File: src/hdl/uuid_text_parser_assert.svh
// ---------------------------------------------------------------------------
// Assertion macros for the UUID text parser.
// Every macro samples on the rising edge of clk and is disabled in reset.
// ---------------------------------------------------------------------------
`ifndef UUID_TEXT_PARSER_ASSERT_SVH
`define UUID_TEXT_PARSER_ASSERT_SVH

// The consequent must hold in the same cycle as the antecedent.
`define UUP_ASSERT_SAME(label, ante, cons, msg) \
  label: assert property (@(posedge clk) disable iff (!rst_n) (ante) |-> (cons)) \
    else $error(msg);

// The consequent must hold in the cycle after the antecedent.
`define UUP_ASSERT_NEXT(label, ante, cons, msg) \
  label: assert property (@(posedge clk) disable iff (!rst_n) (ante) |=> (cons)) \
    else $error(msg);

`endif

File: src/hdl/uup_pkg.sv
// ---------------------------------------------------------------------------
// uup_pkg
// Types and constants shared by the UUID text parser.
// ---------------------------------------------------------------------------
`timescale 1ns / 1ps

package uup_pkg;

  // Parse phase, one-hot.
  typedef enum logic [3:0] {
    PH_LEAD  = 4'b0001,
    PH_DIGIT = 4'b0010,
    PH_DASH  = 4'b0100,
    PH_TRAIL = 4'b1000
  } phase_t;

  // Result status codes.
  localparam logic [1:0] ST_VALID       = 2'd0;
  localparam logic [1:0] ST_MALFORMED   = 2'd1;
  localparam logic [1:0] ST_BAD_VERSION = 2'd2;

  // Variant classes.
  localparam logic [1:0] VAR_RESERVED = 2'd0;
  localparam logic [1:0] VAR_RFC4122  = 2'd1;
  localparam logic [1:0] VAR_VENDOR   = 2'd2;

  // Digit counts at which a dash must follow, and the full digit count.
  localparam logic [5:0] DASH_AT_0    = 6'd8;
  localparam logic [5:0] DASH_AT_1    = 6'd12;
  localparam logic [5:0] DASH_AT_2    = 6'd16;
  localparam logic [5:0] DASH_AT_3    = 6'd20;
  localparam logic [5:0] DIGITS_TOTAL = 6'd32;

  // Character codes.
  localparam logic [7:0] CH_DASH  = 8'h2D;
  localparam logic [7:0] CH_SPACE = 8'h20;
  localparam logic [7:0] CH_TAB   = 8'h09;
  localparam logic [7:0] CH_CR    = 8'h0D;

  // Highest version nibble that is accepted.
  localparam logic [3:0] VERSION_MAX = 4'd5;

  // One input request.
  typedef struct packed {
    logic [7:0] char_code;
    logic       has_char;
    logic       is_last;
  } in_t;

  // One result request.
  typedef struct packed {
    logic [1:0]  status;
    logic [63:0] uuid_high;
    logic [63:0] uuid_low;
    logic [3:0]  version_nibble;
    logic [1:0]  variant_class;
  } out_t;

endpackage

File: src/hdl/uuid_text_parser.sv
// ---------------------------------------------------------------------------
// uuid_text_parser
// Streaming parser for the canonical 8-4-4-4-12 UUID text form.
// ---------------------------------------------------------------------------
// Usage:
//   The input channel (in_valid, in_ready, in_data) carries one character
//   per request. has_char marks a real character; is_last ends the string.
//   Leading and trailing whitespace is skipped, digits of either case are
//   packed most significant first into 128 bits.
//   The output channel (out_valid, out_ready, out_data) carries one result
//   per string, produced for the request with is_last set.
//   Throughput is one character per cycle unless a result is stalled;
//   each accepted character updates the parse state. The result appears
//   in the output register the cycle after the last character is accepted.
//   The output register is the only buffer: while a result waits and
//   out_ready is low, in_ready is low, so the next character waits too.
//   Taking a result and a new character happen in the same cycle.
//   Reset returns the parser to the leading whitespace phase with no
//   result pending. After each result the parse state is back at reset.
// ---------------------------------------------------------------------------
`timescale 1ns / 1ps

module uuid_text_parser (
  input  logic          clk,
  input  logic          rst_n,
  input  logic          in_valid,
  output logic          in_ready,
  input  uup_pkg::in_t  in_data,
  output logic          out_valid,
  input  logic          out_ready,
  output uup_pkg::out_t out_data
);

  // Whitespace: space, tab, line feed, vertical tab, form feed, return.
  function automatic logic is_ws(input logic [7:0] c);
    return (c == uup_pkg::CH_SPACE) || (c >= uup_pkg::CH_TAB && c <= uup_pkg::CH_CR);
  endfunction

  // Returns {invalid, nibble}; invalid is set when c is not a hex digit.
  function automatic logic [4:0] hex_value(input logic [7:0] c);
    logic [7:0] d;
    d = 8'h00;
    if (c >= 8'h30 && c <= 8'h39) begin
      d = c - 8'h30;
      return {1'b0, d[3:0]};
    end else if (c >= 8'h41 && c <= 8'h46) begin
      d = c - 8'h37;
      return {1'b0, d[3:0]};
    end else if (c >= 8'h61 && c <= 8'h66) begin
      d = c - 8'h57;
      return {1'b0, d[3:0]};
    end
    return 5'b10000;
  endfunction

  uup_pkg::phase_t phase_r, phase_nxt;
  logic [5:0]      count_r, count_nxt;
  logic [127:0]    acc_r, acc_nxt;
  logic            err_r, err_nxt;
  uup_pkg::out_t   out_r, out_nxt;
  logic            out_valid_r;
  logic            in_fire;
  logic [4:0]      hex;
  logic [5:0]      count_inc;
  logic            take_digit;

  assign in_ready  = !out_valid_r || out_ready;
  assign in_fire   = in_valid && in_ready;
  assign out_valid = out_valid_r;
  assign out_data  = out_r;

  assign hex       = hex_value(in_data.char_code);
  assign count_inc = count_r + 6'd1;

  // Per-character parse step.
  always_comb begin
    phase_nxt  = phase_r;
    count_nxt  = count_r;
    acc_nxt    = acc_r;
    err_nxt    = err_r;
    take_digit = 1'b0;
    if (in_data.has_char && !err_r) begin
      unique case (phase_r)
        uup_pkg::PH_LEAD: begin
          if (!is_ws(in_data.char_code)) begin
            take_digit = 1'b1;
          end
        end
        uup_pkg::PH_DIGIT: begin
          take_digit = 1'b1;
        end
        uup_pkg::PH_DASH: begin
          if (in_data.char_code == uup_pkg::CH_DASH) begin
            phase_nxt = uup_pkg::PH_DIGIT;
          end else begin
            err_nxt = 1'b1;
          end
        end
        uup_pkg::PH_TRAIL: begin
          if (!is_ws(in_data.char_code)) begin
            err_nxt = 1'b1;
          end
        end
        default: begin
          err_nxt = 1'b1;
        end
      endcase
      // A digit shifts into the accumulator and may open a dash or the tail.
      if (take_digit) begin
        if (hex[4]) begin
          err_nxt = 1'b1;
        end else begin
          acc_nxt   = {acc_r[123:0], hex[3:0]};
          count_nxt = count_inc;
          if (count_inc >= uup_pkg::DIGITS_TOTAL) begin
            phase_nxt = uup_pkg::PH_TRAIL;
          end else if (count_inc == uup_pkg::DASH_AT_0 || count_inc == uup_pkg::DASH_AT_1 ||
                       count_inc == uup_pkg::DASH_AT_2 || count_inc == uup_pkg::DASH_AT_3) begin
            phase_nxt = uup_pkg::PH_DASH;
          end else begin
            phase_nxt = uup_pkg::PH_DIGIT;
          end
        end
      end
    end
  end

  // Result built from the state after this character.
  always_comb begin
    out_nxt = '0;
    if (err_nxt || phase_nxt != uup_pkg::PH_TRAIL) begin
      out_nxt.status = uup_pkg::ST_MALFORMED;
    end else begin
      out_nxt.uuid_high      = acc_nxt[127:64];
      out_nxt.uuid_low       = acc_nxt[63:0];
      out_nxt.version_nibble = acc_nxt[79:76];
      out_nxt.status         = uup_pkg::ST_VALID;
      if ((|acc_nxt) && (acc_nxt[79:76] == 4'd0 || acc_nxt[79:76] > uup_pkg::VERSION_MAX)) begin
        out_nxt.status = uup_pkg::ST_BAD_VERSION;
      end
      unique case (acc_nxt[63:61])
        3'b100, 3'b101: out_nxt.variant_class = uup_pkg::VAR_RFC4122;
        3'b110:         out_nxt.variant_class = uup_pkg::VAR_VENDOR;
        default:        out_nxt.variant_class = uup_pkg::VAR_RESERVED;
      endcase
    end
  end

  // Parse state registers; the end of a string returns them to reset.
  always_ff @(posedge clk) begin
    if (!rst_n) begin
      phase_r <= uup_pkg::PH_LEAD;
      count_r <= '0;
      acc_r   <= '0;
      err_r   <= 1'b0;
    end else if (in_fire) begin
      if (in_data.is_last) begin
        phase_r <= uup_pkg::PH_LEAD;
        count_r <= '0;
        acc_r   <= '0;
        err_r   <= 1'b0;
      end else begin
        phase_r <= phase_nxt;
        count_r <= count_nxt;
        acc_r   <= acc_nxt;
        err_r   <= err_nxt;
      end
    end
  end

  // Output register and its valid flag.
  always_ff @(posedge clk) begin
    if (!rst_n) begin
      out_valid_r <= 1'b0;
    end else if (in_fire && in_data.is_last) begin
      out_valid_r <= 1'b1;
    end else if (out_ready) begin
      out_valid_r <= 1'b0;
    end
  end

  always_ff @(posedge clk) begin
    if (in_fire && in_data.is_last) begin
      out_r <= out_nxt;
    end
  end

`include "uuid_text_parser_assert.svh"

  `UUP_ASSERT_NEXT(a_last_gives_result, in_fire && in_data.is_last, out_valid_r && phase_r == uup_pkg::PH_LEAD && count_r == 6'd0, "end of string did not produce a result or clear the state")
  `UUP_ASSERT_SAME(a_malformed_zero, out_valid_r && out_r.status == uup_pkg::ST_MALFORMED, out_r.uuid_high == 64'd0 && out_r.uuid_low == 64'd0 && out_r.version_nibble == 4'd0, "malformed result carries nonzero fields")
  `UUP_ASSERT_SAME(a_count_bound, 1'b1, count_r <= uup_pkg::DIGITS_TOTAL, "digit count exceeded the UUID length")
  `UUP_ASSERT_SAME(a_trail_full, phase_r == uup_pkg::PH_TRAIL, count_r == uup_pkg::DIGITS_TOTAL, "trailing phase reached without all digits")
  `UUP_ASSERT_SAME(a_stall_blocks, out_valid_r && !out_ready, !in_ready, "input accepted while a result is stalled")

endmodule

File: config.mk
export PLATFORM = sky130hd
export DESIGN_NAME = uuid_text_parser
export DESIGN_NICKNAME = d
export VERILOG_FILES = /design/src/hdl/uup_pkg.sv /design/src/hdl/uuid_text_parser.sv
export VERILOG_INCLUDE_DIRS = /design/src /design/src/hdl
export SDC_FILE = /design/constraint.sdc
export NUM_CORES = 1
export LEC_CHECK = 0
export BUFFER_PORTS_ARGS = -buffer_cell sky130_fd_sc_hd__buf_2
export CAP_MARGIN = 20
export CORE_ASPECT_RATIO = 0.7
export CORE_MARGIN = 3
export CORE_UTILIZATION = 55
export CTS_BUF_LIST = sky130_fd_sc_hd__clkbuf_4
export DETAILED_ROUTE_END_ITERATION = 7
export HOLD_SLACK_MARGIN = 0.08
export PLACE_DENSITY = 0.79
export SYNTH_ARGS = -nofsm -noshare
export SYNTH_HDL_FRONTEND = slang
export SYNTH_SLANG_ARGS = --single-unit
File: constraint.sdc
create_clock -name clk -period 4.05 [get_ports clk]
set_clock_uncertainty 0.1 [all_clocks]
set_input_delay 0.81 -clock clk [delete_from_list [all_inputs] [get_ports clk]]
set_output_delay 0.81 -clock clk [all_outputs]
set_load 0.01 [all_outputs]
**Word level (Yosys, flattened, before mapping)**

Cells that the tools add are included.

- Equality and inequality tests: 15
- Reduce and logical (&&, ||, !) cells: 25
- $add $sub $neg: 4
- Muxes and demuxes: 37
- Order comparisons: 10

Operators by type and width:

| kind | count |
|---|---|
| 128-bit 2-to-1 mux | 4 |
| 128-bit OR reduction | 1 |
| 4-bit 2-to-1 mux | 7 |
| 6-bit 2-to-1 mux | 4 |
| 5-bit 2-to-1 mux | 4 |
| 8-bit by 6-bit == test with 1-bit output (second input constant) | 2 |
| 8-bit by 7-bit greater-or-equal comparator with 1-bit output (second input constant) | 2 |
| 8-bit by 7-bit <= comparator with 1-bit output (second input constant) | 2 |
| 1-bit 2-to-1 mux | 13 |
| 6-bit by 4-bit == test with 1-bit output (second input constant) | 2 |
| 6-bit by 5-bit == test with 1-bit output (second input constant) | 2 |
| 3-bit == test (second input constant) | 3 |
| 8-bit by 4-bit greater-or-equal comparator with 1-bit output (second input constant) | 1 |
| 8-bit by 6-bit greater-or-equal comparator with 1-bit output (second input constant) | 1 |
| 8-bit by 4-bit <= comparator with 1-bit output (second input constant) | 1 |
| 8-bit by 6-bit <= comparator with 1-bit output (second input constant) | 1 |
| 1-bit logical AND | 8 |
| 4-bit by 3-bit subtractor with 4-bit output (second input constant) | 2 |
| 1-bit logical OR | 7 |
| 6-bit by 1-bit adder with 6-bit output (second input constant) | 1 |
| 6-bit greater-or-equal comparator (second input constant) | 1 |
| 2-bit nonzero test | 3 |
| 4-bit by 1-bit == test with 1-bit output (second input constant) | 1 |
| 4-bit by 2-bit == test with 1-bit output (second input constant) | 1 |
| other kinds (15) | 17 |

- Input port bits: 14
- Output and inout bits: 138
- Flip-flop bits (word level): 276
- Word-level logic and storage cells: 101

**Logic depth before layout (Yosys ltp)**

- Depth in word-level cells: 13
- Depth in mapped cells: 12

**Worst setup path before layout**

OpenSTA, ideal clock, no wires.

- Path kind: in2reg
- From: input out_ready
- To: register out_r (netlist bit out_data[0]) (enable)
- Path slack: -404 ps
- Required time: 3465 ps
- Cell stages on the path: 4
- Arrival: 3869 ps
- Path through: nand2b_1 > and2_1 > nand2_1 > inv_1

- Longest elaborated chain between the ends: 3

Ends and longest elaborated chain:

| element | RTL line | source |
|---|---|---|
| start: declaration | uuid_text_parser.sv:30 | `input logic out_ready,` |
| 1-bit logical OR | uuid_text_parser.sv:67 | `assign in_ready = !out_valid_r \|\| out_ready;` |
| 1-bit logical AND | uuid_text_parser.sv:68 | `assign in_fire = in_valid && in_ready;` |
| 1-bit logical AND | uuid_text_parser.sv:183 | `if (in_fire && in_data.is_last) begin` |
| end signal: assignment | uuid_text_parser.sv:184 | `out_r <= out_nxt;` |
| end: declaration | uuid_text_parser.sv:60 | `uup_pkg::out_t out_r, out_nxt;` |

Every way passes these cells.
A chain may end at the register's enable or synchronous reset.

**Worst setup path in the final report**

- From: input in_data[2] in the netlist's numbering
- To: register out_r (netlist bit out_data[110]) (data pin)

- Longest elaborated chain between the ends: 11

Ends and longest elaborated chain:

| element | RTL line | source |
|---|---|---|
| start: declaration | uuid_text_parser.sv:28 | `input uup_pkg::in_t in_data,` |
| 8-bit by 7-bit greater-or-equal comparator with 1-bit output or 8-bit by 7-bit <= comparator with 1-bit output (tied branches) | uuid_text_parser.sv:49 | `end else if (c >= 8'h61 && c <= 8'h66) begin` |
| 1-bit logical AND | uuid_text_parser.sv:49 |  |
| 1-bit 2-to-1 mux | uuid_text_parser.sv:49 |  |
| 1-bit 2-to-1 mux | uuid_text_parser.sv:46 | `end else if (c >= 8'h41 && c <= 8'h46) begin` |
| 1-bit 2-to-1 mux | uuid_text_parser.sv:43 | `if (c >= 8'h30 && c <= 8'h39) begin` |
| 5-bit 2-to-1 mux | uuid_text_parser.sv:53 | `return 5'b10000;` |
| 4-bit 2-to-1 mux | uuid_text_parser.sv:110 | `if (hex[4]) begin` |
| 4-bit 2-to-1 mux | uuid_text_parser.sv:109 | `if (take_digit) begin` |
| 4-bit 2-to-1 mux | uuid_text_parser.sv:82 | `if (in_data.has_char && !err_r) begin` |
| 4-bit inequality test | uuid_text_parser.sv:131 | `if (err_nxt \|\| phase_nxt != uup_pkg::PH_TRAIL) begin` |
| 1-bit logical OR | uuid_text_parser.sv:131 |  |

Several ways; a longest one is shown, not always the timed one. The select of a mux whose other input is x is not followed.

==> flow_summary.yaml <==
logic_synthesis:
  yosys_warnings: 0
  synth_common_cells: "a21oi_1, dfxtp_1, nand2_1"
  post-synth-top-count-cell: "a21oi_1"
  synth_nets: 1231
  synthSimpleGateAreaFrac_pct: 17.2
  ys_types: 64
  syn_area_sq_mm: 0.0126
  synth_top_area_share_pct: 31.4
  synth_top_cell_by_area: "edfxtp_1"
  muxShareOfSynthArea_pct: 10.3
  synth_top_family_by_area: "simple AND/OR/NAND/NOR gates"
  synthTopCellsByArea: "edfxtp_1, dfxtp_1, mux2i_1, nor3_2, a21oi_1"
  synth_edf_count: 132
  yosys.area_share.adder_pct: 0.397
  synth_xor_area_share_pct: 0.278
  ys_seq_elements: 272
  synth_compound_area_share_pct: 13.4
  async_flop_share_pct: 0
  syn_inst: 1213
  seq_area_frac_synth_pct: 53.7
  synth_ff_type: "dfxtp_1"
  syn_avg_cell_area_sq_um: 10.4
detailed_routing:
  wire_per_inst_microns: 18.9
  vias: 10300
  wirelength_microns: 32400
  first_pass_iters: 6
  drcViolationCount: 0
  antenna_violating_nets_post_route: 0
  dr.first_iter.drc_count: 1310
  viasPerCell: 6.01
power_and_ir_drop:
  power_density_mw_per_mm2: 391
  p_leak_nw: 4.44
  p_clk_share_pct: 42.1
  ir_drop_uv: 259
  p_switching_w: 0.00138
  internal_power_w: 0.00435
  combPwrFrac_pct: 6.4
  power_w: 0.00573
  swShare_pct: 24.0
  power_frac_seq_pct: 51.6
sta:
  tns_ns: 0
  min_period_over_period_pct: 79.8
  finalSetupViolations: 0
  relSlewSlack_pct: 46.2
  rsz0062_at_grt: "false"
  fin_crit_ns: 3.23
  hold_viol_final: 0
  tightestPinTransition_ns: 0.800
  slew_viol_final: 0
  max_freq_mhz: 309
clock_network:
  clkTransAtPathRegs_ns: 0.07
  cts_buffer_depth: 3
  postCtsSetupRepairBufs: 0
  root_buffer: "clkbuf_4"
  htreeDepth: 3
  cts_tree: "built"
  clock_sinks: 272
  clkLatencyLatePin_ns: 0.67
  cts_hold_buf: 0
  post_cts_resized: 0
  cts_buffers: 67
critical_path:
  cp_data_arrival_time_ns: 3.51
  setup.worst_path.start_class: "input pin"
  crit_family: "compound AO/OA/AOI/OAI gates"
  crit_required_ns: 4.33
  cp.depth: 11
  slowest_stage: "o31ai_1"
  path_class: "input pin to flip-flop"
  path_common_cell: "buf_12"
  rr_worst_depth: 6
  cp_max_fo: 18
  critPathCaptureType: "flip-flop"
  path_buf_inv: 4
  slowest_delay_ns: 0.41
  crit_chain: "buf_2, inv_1, ha_1, and4b_1, a311o_1, a221o_1, o31ai_1, a211o_4, buf_12, buf_12, nor3_2"
floorplanning:
  io_pins: 152
  num_rows: 45
  die_area_sq_mm: 0.0248
  dieHeight_microns: 133
  die_x_microns: 187
  core_area_sq_mm: 0.0221
  initial_utilization_pct: 57.1
finish:
  layout-drive-gt1-share_pct: 28.0
  antenna_cells: 0
  area_growth_pct: 16.2
  finalNonFillerCells: 1716
  fin_nets: 1379
placement:
  io_buffers: 151
  post-dp-hpwl_microns: 20400
  routabilityCongestion: 0.899
  place_inst: 1597
global_routing:
  grt_pass1_vias: 9715
  grt_usage_pct: 25.4
  grt_max_degree: 102
  grt_overflow: 0
  antenna_found_initial: 0
  grt_pass1_wl_microns: 51700
status:
  status: "finished clean"
worst_hold_path:
  min_path_cells: 2
  worstHoldPathType: "input pin to flip-flop"
job:
  drv_cap: 0
-- cells in the final DEF, fill, tap and decap left out, drive strengths merged, types with 3 or more instances in the layout --
| master | n |
|---|---|
| buf | 190 |
| a21oi | 142 |
| o21ai | 141 |
| dfxtp | 140 |
| nand2 | 140 |
| nor3 | 138 |
| edfxtp | 132 |
| mux2i | 128 |
| clkbuf | 106 |
| nor4 | 33 |
| nor2 | 13 |
| inv | 13 |
| nand4 | 11 |
| clkinv | 9 |
| nand3 | 6 |
| a211oi | 5 |
| ha | 4 |
| nand2b | 3 |
| a31oi | 3 |
-- power groups by stage --
| stage | combinational, W | clock (W) | sequential (W) |
|---|---|---|---|
| after floorplan | 0.000190 | 0 | 0.00305 |
| after global placement | 0.000356 | 0 | 0.00302 |
| after detailed placement | 0.000360 | 0 | 0.00301 |
| after CTS | 0.000361 | 0.00244 | 0.00296 |
| after global routing | 0.000389 | 0.00258 | 0.00296 |
| final | 0.000364 | 0.00241 | 0.00295 |
-- metrics by stage --
step                hold WS [ns]  util [%]  setup WS [ns]  instance area [sq um]
CTS                        0.294      66.3          0.910                  14600
detailed placement         0.383      62.3          0.220                  13700
floorplan                  0.346         -          0.224                  12600
global route               0.325      66.3          0.735                  14600
global placement           0.373      62.3          0.321                  13700
finish                     0.347      66.3          0.818                  14600
-- final cells by class --
type                            instances  area [sq um]
Clock buffer                          106           796
Clock inverter                         13           101
Fill cell                            1749          7430
Inverter                               12          50.0
Multi-Input combinational cell        818          5300
Sequential cell                       272          6770
Tap cell                              305           382
Timing Repair Buffer                  190          1250
-- metal layers --
layer  track usage [%]  wire, microns
met5                 0              0
met2              36.6          14300
met4              7.85            537
met3              6.59           3030
met1              37.6          14500
-- worst paths after layout --
kind                                              start                          end  slack, ns
worst max-delay path                         in_data[2]  out_data[110]$_SDFFCE_PP0P_       0.82
worst min-delay path                              rst_n      phase_r[1]$_SDFFE_PN0P_       0.35
worst max register to register   acc_r[41]$_SDFFE_PN0P_  out_data[135]$_SDFFCE_PP0P_       1.05
worst min register to register  acc_r[124]$_SDFFE_PN0P_      acc_r[124]$_SDFFE_PN0P_       0.40
-- registers in the layout, indices dropped and copies added (netlist names) --
name / count
out_valid: 1
out_data: 132
phase_r: 4
err_r: 1
count_r: 6
acc_r: 128
-- logic make-up (layout without fill, tap and decap cells) --
kind of cell,after synthesis,in the layout
DFF,272,272
muxes,130,130
xor gates and xnor gates,4,4
adders and majority gates,4,4
buffers and inverters,123,321
and+or+nand+nor,364,364
AOI/OAI and AO/OA,316,316
Power figures use the tool's default switching activity.
